## config.mk

```make
export PLATFORM = sky130hd
export DESIGN_NAME = tft_spi_pixel_command_framer_core
export DESIGN_NICKNAME = d
export VERILOG_FILES = /design/src/hw/rtl/tsfr_pkg.sv /design/src/hw/rtl/tft_spi_pixel_command_framer_core.sv /design/src/hw/rtl/tsfr_front.sv /design/src/hw/rtl/tsfr_queue.sv /design/src/hw/rtl/tsfr_back.sv
export VERILOG_INCLUDE_DIRS = /design/src /design/src/hw/rtl
export SDC_FILE = /design/constraint.sdc
export NUM_CORES = 1
export LEC_CHECK = 0
export BUFFER_PORTS_ARGS = -buffer_cell sky130_fd_sc_hd__buf_4
export CAP_MARGIN = 20
export CORE_ASPECT_RATIO = 1.1
export CORE_UTILIZATION = 55
export DETAILED_ROUTE_END_ITERATION = 7
export PLACE_DENSITY = 0.73
export SKIP_LAST_GASP = 1
export SLEW_MARGIN = 25
export SYNTH_ARGS = -nofsm -noshare
export SYNTH_HDL_FRONTEND = slang
export SYNTH_SLANG_ARGS = --single-unit
```

## constraint.sdc

```tcl
create_clock -name i_clk -period 7.5 [get_ports i_clk]
set_clock_uncertainty 0.2 [all_clocks]
set_input_delay 1.125 -clock i_clk [delete_from_list [all_inputs] [get_ports i_clk]]
set_output_delay 1.125 -clock i_clk [all_outputs]
set_load 0.01 [all_outputs]
```

## src/hw/rtl/assert_macros.svh

```systemverilog
// Assertion macros used by the framer core RTL.
// Every macro samples on i_clk and is disabled while i_rst_n is low.
`ifndef ASSERT_MACROS_SVH
`define ASSERT_MACROS_SVH

// The expression must be true at every clock edge.
`define ASSERT_ALWAYS(label, expr) \
    label: assert property (@(posedge i_clk) disable iff (!i_rst_n) (expr)) \
        else $error("assertion failed");

// Whenever the first expression is true, the second must be true in the same cycle.
`define ASSERT_IMPLIES(label, ante, cons) \
    label: assert property (@(posedge i_clk) disable iff (!i_rst_n) (ante) |-> (cons)) \
        else $error("assertion failed");

`endif

```

## src/hw/rtl/tsfr_pkg.sv

```systemverilog
// Shared types, codes and frame tables for the TFT SPI framer.
// It has no dependencies, and every framer module imports it.
package tsfr_pkg;

    localparam int QDEPTH = 4;
    localparam int QAW    = $clog2(QDEPTH);

    localparam logic [2:0] OP_CMD    = 3'd0;
    localparam logic [2:0] OP_DATA   = 3'd1;
    localparam logic [2:0] OP_WORD   = 3'd2;
    localparam logic [2:0] OP_WINDOW = 3'd3;
    localparam logic [2:0] OP_POINT  = 3'd4;

    localparam logic [7:0] CMD_CASET = 8'h2A;
    localparam logic [7:0] CMD_PASET = 8'h2B;
    localparam logic [7:0] CMD_RAMWR = 8'h2C;

    typedef enum logic [2:0] {
        K_CMD    = 3'd0,
        K_DATA   = 3'd1,
        K_WORD   = 3'd2,
        K_WINDOW = 3'd3,
        K_POINT  = 3'd4
    } t_kind;

    typedef struct packed {
        t_kind       kind;
        logic [15:0] value;
        logic [15:0] xs;
        logic [15:0] xe;
        logic [15:0] ys;
        logic [15:0] ye;
    } t_desc;

    typedef struct packed {
        logic [7:0] b;
        logic       dc;
        logic       last;
    } t_frame;

    typedef struct packed {
        logic         full;
        logic         empty;
        logic [QAW:0] count;
    } t_q_status;

    function automatic logic [3:0] frame_count(t_kind k);
        logic [3:0] n;
        case (k)
            K_CMD:    n = 4'd1;
            K_DATA:   n = 4'd1;
            K_WORD:   n = 4'd2;
            K_WINDOW: n = 4'd10;
            K_POINT:  n = 4'd13;
            default:  n = 4'd1;
        endcase
        return n;
    endfunction

    function automatic t_frame frame_of(t_desc d, logic [3:0] idx);
        t_frame f;
        f.dc   = 1'b1;
        f.b    = 8'h00;
        f.last = (idx == (frame_count(d.kind) - 4'd1));
        case (d.kind)
            K_CMD: begin
                f.dc = 1'b0;
                f.b  = d.value[7:0];
            end
            K_DATA: begin
                f.b = d.value[7:0];
            end
            K_WORD: begin
                f.b = (idx == 4'd0) ? d.value[15:8] : d.value[7:0];
            end
            default: begin
                case (idx)
                    4'd0: begin
                        f.dc = 1'b0;
                        f.b  = CMD_CASET;
                    end
                    4'd1:  f.b = d.xs[15:8];
                    4'd2:  f.b = d.xs[7:0];
                    4'd3:  f.b = d.xe[15:8];
                    4'd4:  f.b = d.xe[7:0];
                    4'd5: begin
                        f.dc = 1'b0;
                        f.b  = CMD_PASET;
                    end
                    4'd6:  f.b = d.ys[15:8];
                    4'd7:  f.b = d.ys[7:0];
                    4'd8:  f.b = d.ye[15:8];
                    4'd9:  f.b = d.ye[7:0];
                    4'd10: begin
                        f.dc = 1'b0;
                        f.b  = CMD_RAMWR;
                    end
                    4'd11: f.b = d.value[15:8];
                    default: f.b = d.value[7:0];
                endcase
            end
        endcase
        return f;
    endfunction

endpackage

```

## src/hw/rtl/tft_spi_pixel_command_framer_core.sv

```systemverilog
// Turns display requests into the byte words of a serial TFT controller, one word per SPI frame,
// with the data/command level and a flag on the last word of each request. The back end sends
// one word per clock while the receiver keeps popping, and a request has one word for a
// command or data byte, two for a data word, ten for a window and thirteen for a point.
// The front end takes a new request every cycle while the four-entry request queue has room,
// and requests with an unknown op are taken and produce no words.
// Depends on tsfr_pkg, tsfr_front, tsfr_queue, tsfr_back and assert_macros.svh.
`include "assert_macros.svh"

module tft_spi_pixel_command_framer_core
    import tsfr_pkg::*;
(
    input  logic        i_clk,
    input  logic        i_rst_n,
    input  logic        push,
    output logic        full,
    input  logic [2:0]  i_op,
    input  logic [15:0] i_value,
    input  logic [15:0] i_x,
    input  logic [15:0] i_y,
    input  logic [15:0] i_width,
    input  logic [15:0] i_height,
    output logic        empty,
    input  logic        pop,
    output logic        o_dc,
    output logic [7:0]  o_byte_out,
    output logic        o_last
);

    logic      f_valid;
    t_desc     f_desc;
    t_desc     q_head;
    t_q_status q_st;
    logic      q_pop;
    logic [3:0] b_idx;

    tsfr_front u_front (
        .i_clk    (i_clk),
        .i_rst_n  (i_rst_n),
        .push     (push),
        .full     (full),
        .i_op     (i_op),
        .i_value  (i_value),
        .i_x      (i_x),
        .i_y      (i_y),
        .i_width  (i_width),
        .i_height (i_height),
        .i_q_full (q_st.full),
        .o_valid  (f_valid),
        .o_desc   (f_desc)
    );

    tsfr_queue u_queue (
        .i_clk    (i_clk),
        .i_rst_n  (i_rst_n),
        .i_push   (f_valid),
        .i_wdata  (f_desc),
        .i_pop    (q_pop),
        .o_head   (q_head),
        .o_status (q_st)
    );

    tsfr_back u_back (
        .i_clk      (i_clk),
        .i_rst_n    (i_rst_n),
        .i_head     (q_head),
        .i_q        (q_st),
        .o_q_pop    (q_pop),
        .o_idx      (b_idx),
        .empty      (empty),
        .pop        (pop),
        .o_dc       (o_dc),
        .o_byte_out (o_byte_out),
        .o_last     (o_last)
    );

    `ASSERT_ALWAYS(a_q_bound, q_st.count <= (QAW+1)'(QDEPTH))
    `ASSERT_IMPLIES(a_idx_range, !q_st.empty, b_idx < frame_count(q_head.kind))
    `ASSERT_IMPLIES(a_idle_idx, q_st.empty, b_idx == 4'd0)

endmodule

```

## src/hw/rtl/tsfr_front.sv

```systemverilog
// Front end of the framer: accepts requests, classifies them and computes window ends.
// Depends on tsfr_pkg.
module tsfr_front
    import tsfr_pkg::*;
(
    input  logic        i_clk,
    input  logic        i_rst_n,
    input  logic        push,
    output logic        full,
    input  logic [2:0]  i_op,
    input  logic [15:0] i_value,
    input  logic [15:0] i_x,
    input  logic [15:0] i_y,
    input  logic [15:0] i_width,
    input  logic [15:0] i_height,
    input  logic        i_q_full,
    output logic        o_valid,
    output t_desc       o_desc
);

    logic  r_valid, n_valid;
    t_desc r_desc, n_desc;
    logic  take, known, moved;

    always_comb begin
        take  = push && !full;
        moved = r_valid && !i_q_full;
        known = 1'b1;
        n_desc = r_desc;
        n_desc.value = i_value;
        n_desc.xs    = i_x;
        n_desc.ys    = i_y;
        n_desc.xe    = i_x + i_width;
        n_desc.ye    = i_y + i_height;
        case (i_op)
            OP_CMD:    n_desc.kind = K_CMD;
            OP_DATA:   n_desc.kind = K_DATA;
            OP_WORD:   n_desc.kind = K_WORD;
            OP_WINDOW: n_desc.kind = K_WINDOW;
            OP_POINT: begin
                n_desc.kind = K_POINT;
                n_desc.xe   = i_x + 16'd1;
                n_desc.ye   = i_y + 16'd1;
            end
            default: begin
                n_desc.kind = K_CMD;
                known       = 1'b0;
            end
        endcase
        if (take && known) begin
            n_valid = 1'b1;
        end else if (moved) begin
            n_valid = 1'b0;
        end else begin
            n_valid = r_valid;
        end
    end

    always_ff @(posedge i_clk) begin
        if (!i_rst_n) begin
            r_valid <= 1'b0;
        end else begin
            r_valid <= n_valid;
        end
        if (take && known) begin
            r_desc <= n_desc;
        end
    end

    assign full    = r_valid && i_q_full;
    assign o_valid = r_valid;
    assign o_desc  = r_desc;

endmodule

```

## src/hw/rtl/tsfr_queue.sv

```systemverilog
// Short queue of request descriptors between the front and back ends.
// Depends on tsfr_pkg.
module tsfr_queue
    import tsfr_pkg::*;
(
    input  logic      i_clk,
    input  logic      i_rst_n,
    input  logic      i_push,
    input  t_desc     i_wdata,
    input  logic      i_pop,
    output t_desc     o_head,
    output t_q_status o_status
);

    t_desc          r_mem [QDEPTH];
    logic [QAW-1:0] r_wr, n_wr;
    logic [QAW-1:0] r_rd, n_rd;
    logic [QAW:0]   r_cnt, n_cnt;
    logic           do_push, do_pop;

    always_comb begin
        do_push = i_push && (r_cnt != (QAW+1)'(QDEPTH));
        do_pop  = i_pop && (r_cnt != '0);
        n_wr    = do_push ? r_wr + 1'b1 : r_wr;
        n_rd    = do_pop ? r_rd + 1'b1 : r_rd;
        n_cnt   = r_cnt;
        if (do_push && !do_pop) begin
            n_cnt = r_cnt + 1'b1;
        end else if (do_pop && !do_push) begin
            n_cnt = r_cnt - 1'b1;
        end
    end

    always_ff @(posedge i_clk) begin
        if (!i_rst_n) begin
            r_wr  <= '0;
            r_rd  <= '0;
            r_cnt <= '0;
        end else begin
            r_wr  <= n_wr;
            r_rd  <= n_rd;
            r_cnt <= n_cnt;
        end
        if (do_push) begin
            r_mem[r_wr] <= i_wdata;
        end
    end

    assign o_head         = r_mem[r_rd];
    assign o_status.full  = (r_cnt == (QAW+1)'(QDEPTH));
    assign o_status.empty = (r_cnt == '0);
    assign o_status.count = r_cnt;

endmodule

```

## src/hw/rtl/tsfr_back.sv

```systemverilog
// Back end of the framer: steps through the frames of the head request into an output register.
// Depends on tsfr_pkg.
module tsfr_back
    import tsfr_pkg::*;
(
    input  logic       i_clk,
    input  logic       i_rst_n,
    input  t_desc      i_head,
    input  t_q_status  i_q,
    output logic       o_q_pop,
    output logic [3:0] o_idx,
    output logic       empty,
    input  logic       pop,
    output logic       o_dc,
    output logic [7:0] o_byte_out,
    output logic       o_last
);

    logic       r_ov, n_ov;
    logic [3:0] r_idx, n_idx;
    t_frame     r_fr;
    t_frame     fr;
    logic       adv;

    always_comb begin
        fr      = frame_of(i_head, r_idx);
        adv     = !i_q.empty && (!r_ov || pop);
        o_q_pop = adv && fr.last;
        n_idx   = r_idx;
        if (adv) begin
            n_idx = fr.last ? 4'd0 : r_idx + 4'd1;
        end
        if (adv) begin
            n_ov = 1'b1;
        end else if (pop) begin
            n_ov = 1'b0;
        end else begin
            n_ov = r_ov;
        end
    end

    always_ff @(posedge i_clk) begin
        if (!i_rst_n) begin
            r_ov  <= 1'b0;
            r_idx <= 4'd0;
        end else begin
            r_ov  <= n_ov;
            r_idx <= n_idx;
        end
        if (adv) begin
            r_fr <= fr;
        end
    end

    assign o_idx      = r_idx;
    assign empty      = !r_ov;
    assign o_dc       = r_fr.dc;
    assign o_byte_out = r_fr.b;
    assign o_last     = r_fr.last;

endmodule

```

# == Yosys cells after proc, flatten, opt, wreduce, memory -nomap -nowiden ==
# Memories as Yosys holds them, arrays and structs flattened. A register that Yosys moved wholly into a read port is not among the register bits.
# Index checks and enable logic that the tools add are counted.
# W data, S select, Z words.
# word_totals
latchBits,0
regBits,106
rom_bits,0
ramBits,332
input_bits,87
mem_count,1
# memory_table
name,words,word_bits,read_ports,rd_ports_with_merged_regs,wr,line_no,source
u_queue.r_mem,4,83,1,1,1,tsfr_queue.sv:15,t_desc r_mem [QDEPTH];
# classes
n_mux,21
n_mul,0
div_mod_pow,0
n_addsub,10
magnitude_cmp,0
n_eq_ne,22
reduce_logical,29
n_bitwise,0
n_shift,0
# op_table
op,count
$pmux W8 S12,1
$add A16 B1 Y16 const B,2
$add A16 B16 Y16,2
$mux W16,2
$eq A4 B3 Y1 const B,4
$eq A4 B4 Y1 const B,4
$pmux W8 S2,1
$eq A3 B2 Y1 const B,4
$pmux W3 S4,1
$pmux W4 S3,1
$logic_and A1 B1 Y1,10
$eq A3 B3 Y1 const B,3
$logic_not A3 Y1,3
$eq A4 B2 Y1 const B,2
$mux W1,8
$mux W8,1
$eq A3 B1 Y1 const B,2
$logic_not A1 Y1,6
$mux W3,2
$reduce_bool A2 Y1,3
$reduce_or A5 Y1,1
$add A2 B1 Y2 const B,2
$add A4 B1 Y4 const B,1
$eq A4 B1 Y1 const B,1
other kinds (13),15

# == Depth between registers and ports, before layout ==
# logic_depth
ltp_word,9
depth_mapped,14

# == Cells and area by module ==
# A second synthesis with hierarchy kept.
# hier_totals
hier_cells,985
area_unflattened_um2,18178.7
# by_module_without_submodules
mod,cells_each,area_per_inst_um2,instances
tsfr_queue,481,12460.7,1
tsfr_front,298,4100.2,1
tsfr_back,206,1617.8,1

# == Worst setup path before layout ==
# Ideal clock, no wire load.
# synth_path
path_kind,input port to flip-flop
start,input port i_op[1]
end,"register u_front.r_desc (netlist bit u_front.o_desc[0]), enable pin"
path_slack_ns,1.790
t_arrival_ns,4.983
path_buffers,0
cell_stages,5
t_required_ns,6.773
setup_ns,0.527
cell_sequence,nor2_1 > nand2_1 > nand2_1 > nand2_1 > nor2_1
# synth_via
elab_chain_len,4
# synth_lines
element,line_no,source
"start, declared",tft_spi_pixel_command_framer_core.sv:17,"input logic [2:0] i_op,"
"$eq A3 B1 Y1, or another cell as far along",tsfr_front.sv:35,case (i_op)
$reduce_or A5 Y1 (no source line) *,-,
$mux W1 *,tsfr_front.sv:35,
$logic_and A1 B1 Y1 *,tsfr_front.sv:65,if (take && known) begin
"end signal, assigned",tsfr_front.sv:66,r_desc <= n_desc;
"end, declared",tsfr_front.sv:22,"t_desc r_desc, n_desc;"
# Every way passes the cells marked *; elsewhere a longest branch is shown, timed or not.
# A chain may end at the register's enable or synchronous reset.

==> metrics.txt <==
Peak VDD IR 194 µV; first-pass GRT wire length ~54000 µm; Hold WC Path Type flop to flop; area delta synth->final 14.4%; CTS hold repair buffers 0; largest net degree at the start of global routing 68; Synth area leaders edfxtp_1 (71%), mux4_2 (10%), ha_1 (2.7%); worst hold path depth 0; startpoint types flop; post-synth top area share 0.710; Synth Warn # 0; DRT Pass-1 Iters 7; vias in the first global route roughly 9000; outcome finished, final reports clean; Routed Antenna Nets 0; Net Sw Frac 0.239; setup bufs post-CTS 0; clock-pin transition on the worst setup and hold timing paths 60 ps; CTS tree yes; Final Util 0.637; Root Driver clkbuf_16; Antenna Cells 0; Yosys top cell by area edfxtp_1; period utilisation layout 0.534; H-tree depth 2; Clk pwr share 0.350; multi-input logic area 4690 µm²; Placer Congestion 0.821; GRT Total Usage 0.219; Residual DRC 0; Psw about 1.4 mW; Max Slew Vio Count 0; CTS sink cnt 440; Pint roughly 4.5 mW; Period minus WS final between 4000 and 5000 ps; f_max about 250 MHz; Inst Count DP between 1000 and 1500; via count 9328; register area share after synthesis 0.726; Site Rows between 60 and 70; Die Height 192 µm; Reg power frac 0.506; overall power 5.90 mW; Die Wd 174 µm; drt wl/cell around 23 µm; initial antenna violation count 0; Min Hold Slack 291 ps; Detailed Place HPWL ~23000 µm; Non-Filler Instances roughly 1600; max-cap viol count 0; RSZ-0062 raised after global routing no; cells after synthesis between 900 and 1000; Hold Vio Cnt, Final 0; nature of the critical path endpoint flop; FF/Latch Area ~13000 µm²; most common cell after layout, fill and taps aside edfxtp_1; prevailing post-synth register cell edfxtp_1; core area 32300 µm²; Comb pwr share 0.145; static leakage just under 7 nW; Setup CP Type flop to flop; post-CTS resize count 0; io pins 99; die area between 30000 and 40000 µm²; via/cell ratio approximately 6; synth unique cells 57; Hold EP u_queue.r_mem[3][55]; most frequent cells in the layout edfxtp_1 (425), buf_4 (111), mux4_2 (83); R2R setup slack approximately 3500 ps; Nets roughly 1200; Syn Nets approximately 1100; R2R depth 11; layout cells sized above 1 0.237; Hold Startpoint u_front.o_desc[55]; drt initial violations ~900; Power Density ~290 nW/µm²; worst slew pin tran approximately 990 ps; Slew HR 0.343; number of synthesized flops with an enable pin approximately 430; ys async rst share 0; clk_lat worst skew 530 ps; total wire length roughly 36000 µm; Initial Util 0.557; synthesis-stage register bit count 440; I/O Buffers 98; final-layout fill cell count between 2000 and 2500; setup_tns 0 ps; CP required 7760 ps; Num CTS Buffers between 40 and 50; overflow left after global routing 0; Data arrival, critical path 4260 ps; CP Max Fanout 39; Final setup viols 0; reg2reg end u_queue.r_cnt[2]; synthesized area around 18000 µm²; Syn Area/Cell approximately 18 µm²; worst-case clock buffer depth 3
==> worst max-delay path, cell delays in order, from the launching register on <==
cell	delay (ps)
dfxtp_4	850
mux4_2	660
nor3b_1	180
or4_1	490
a221oi_2	290
nand2_1	150
ha_1	280
inv_1	70
fa_1	170
xor2_1	80
or3_1	310
a21boi_0	160
==> cells in the mapped netlist (12+ instances only) <==
master      n
a21oi_1    27
a22oi_1    16
and2_1     38
clkbuf_1   24
dfxtp_1    15
edfxtp_1  425
ha_1       39
inv_1      25
mux4_2     83
nand2_1    47
nand3_1    12
nor2_1     28
nor2b_1    18
o21ai_0    28
xnor2_1    24
==> registers in the layout (all words and copies together) (netlist names), named ones only <==
name and cells:
u_back.o_dc 1, u_front.o_desc 83, u_queue.r_cnt 3, u_back.r_ov 1, u_back.o_idx 4, u_front.o_valid 1
u_back.o_last 1, u_queue.r_rd 2, u_back.o_byte_out 8, u_queue.r_wr 2, u_queue.r_mem 332
==> metrics by stage <==
stage / cell area (µm²) / setup slack, ps
after global placement: 19200 / 3370
after floorplan: 18000 / 1790
final: 20600 / 3500
after global routing: 20600 / 3220
after detailed placement: 19200 / 3320
after CTS: 20600 / 3420
==> layout make-up <==
| cell class | instances | area share |
|---|---|---|
| Clock buffer | 51 | 0.0558 |
| Clock inverter | 20 | 0.00937 |
| Inverter | 26 | 0.00474 |
| Multi-Input combinational cell | 484 | 0.228 |
| Sequential cell | 440 | 0.635 |
| Tap cell | 426 | 0.0259 |
| Timing Repair Buffer | 111 | 0.0405 |
==> power by group through the flow <==
| stage | registers, mW | clock network (mW) | logic [mW] |
|---|---|---|---|
| after global placement | 3.03 | 0 | 0.844 |
| after CTS | 2.99 | 2.09 | 0.856 |
| after global routing | 3.00 | 2.19 | 0.921 |
| after floorplan | 2.99 | 0 | 0.580 |
| final | 2.98 | 2.06 | 0.854 |
| after detailed placement | 3.04 | 0 | 0.849 |
==> metal layers <==
layer / global-route usage / wire, µm / up-vias
li1: - / - / 4186
met1: 0.303 / 15000 / 4731
met2: 0.363 / 17800 / 357
met3: 0.0384 / 2200 / 54
met4: 0.0560 / 695 / 0
met5: 0 / 0 / -
==> worst max-delay path by stage <==
stage / endpoint / slack (ps) / cells after the start
4_1_cts: u_queue.r_cnt[2] / 3420 / 11
6_report: u_queue.r_cnt[2] / 3500 / 11
3_3_place_gp: u_front.o_desc[47] / 3370 / 14
2_1_floorplan: u_front.o_desc[0] / 1790 / 5
3_5_place_dp: u_front.o_desc[46] / 3320 / 14
5_1_grt: u_queue.r_cnt[2] / 3220 / 11
==> logic make-up after synthesis <==
kind of cell,count (synthesis),share of synthesized area
simple gates,173,0.0490
compound gates,144,0.0549
fa+ha+maj,42,0.0305
xor+xnor,31,0.0151
flops,440,0.726
mux,94,0.111
buf+inv,62,0.0138
Note: power is estimated with default switching activity, not from simulation.
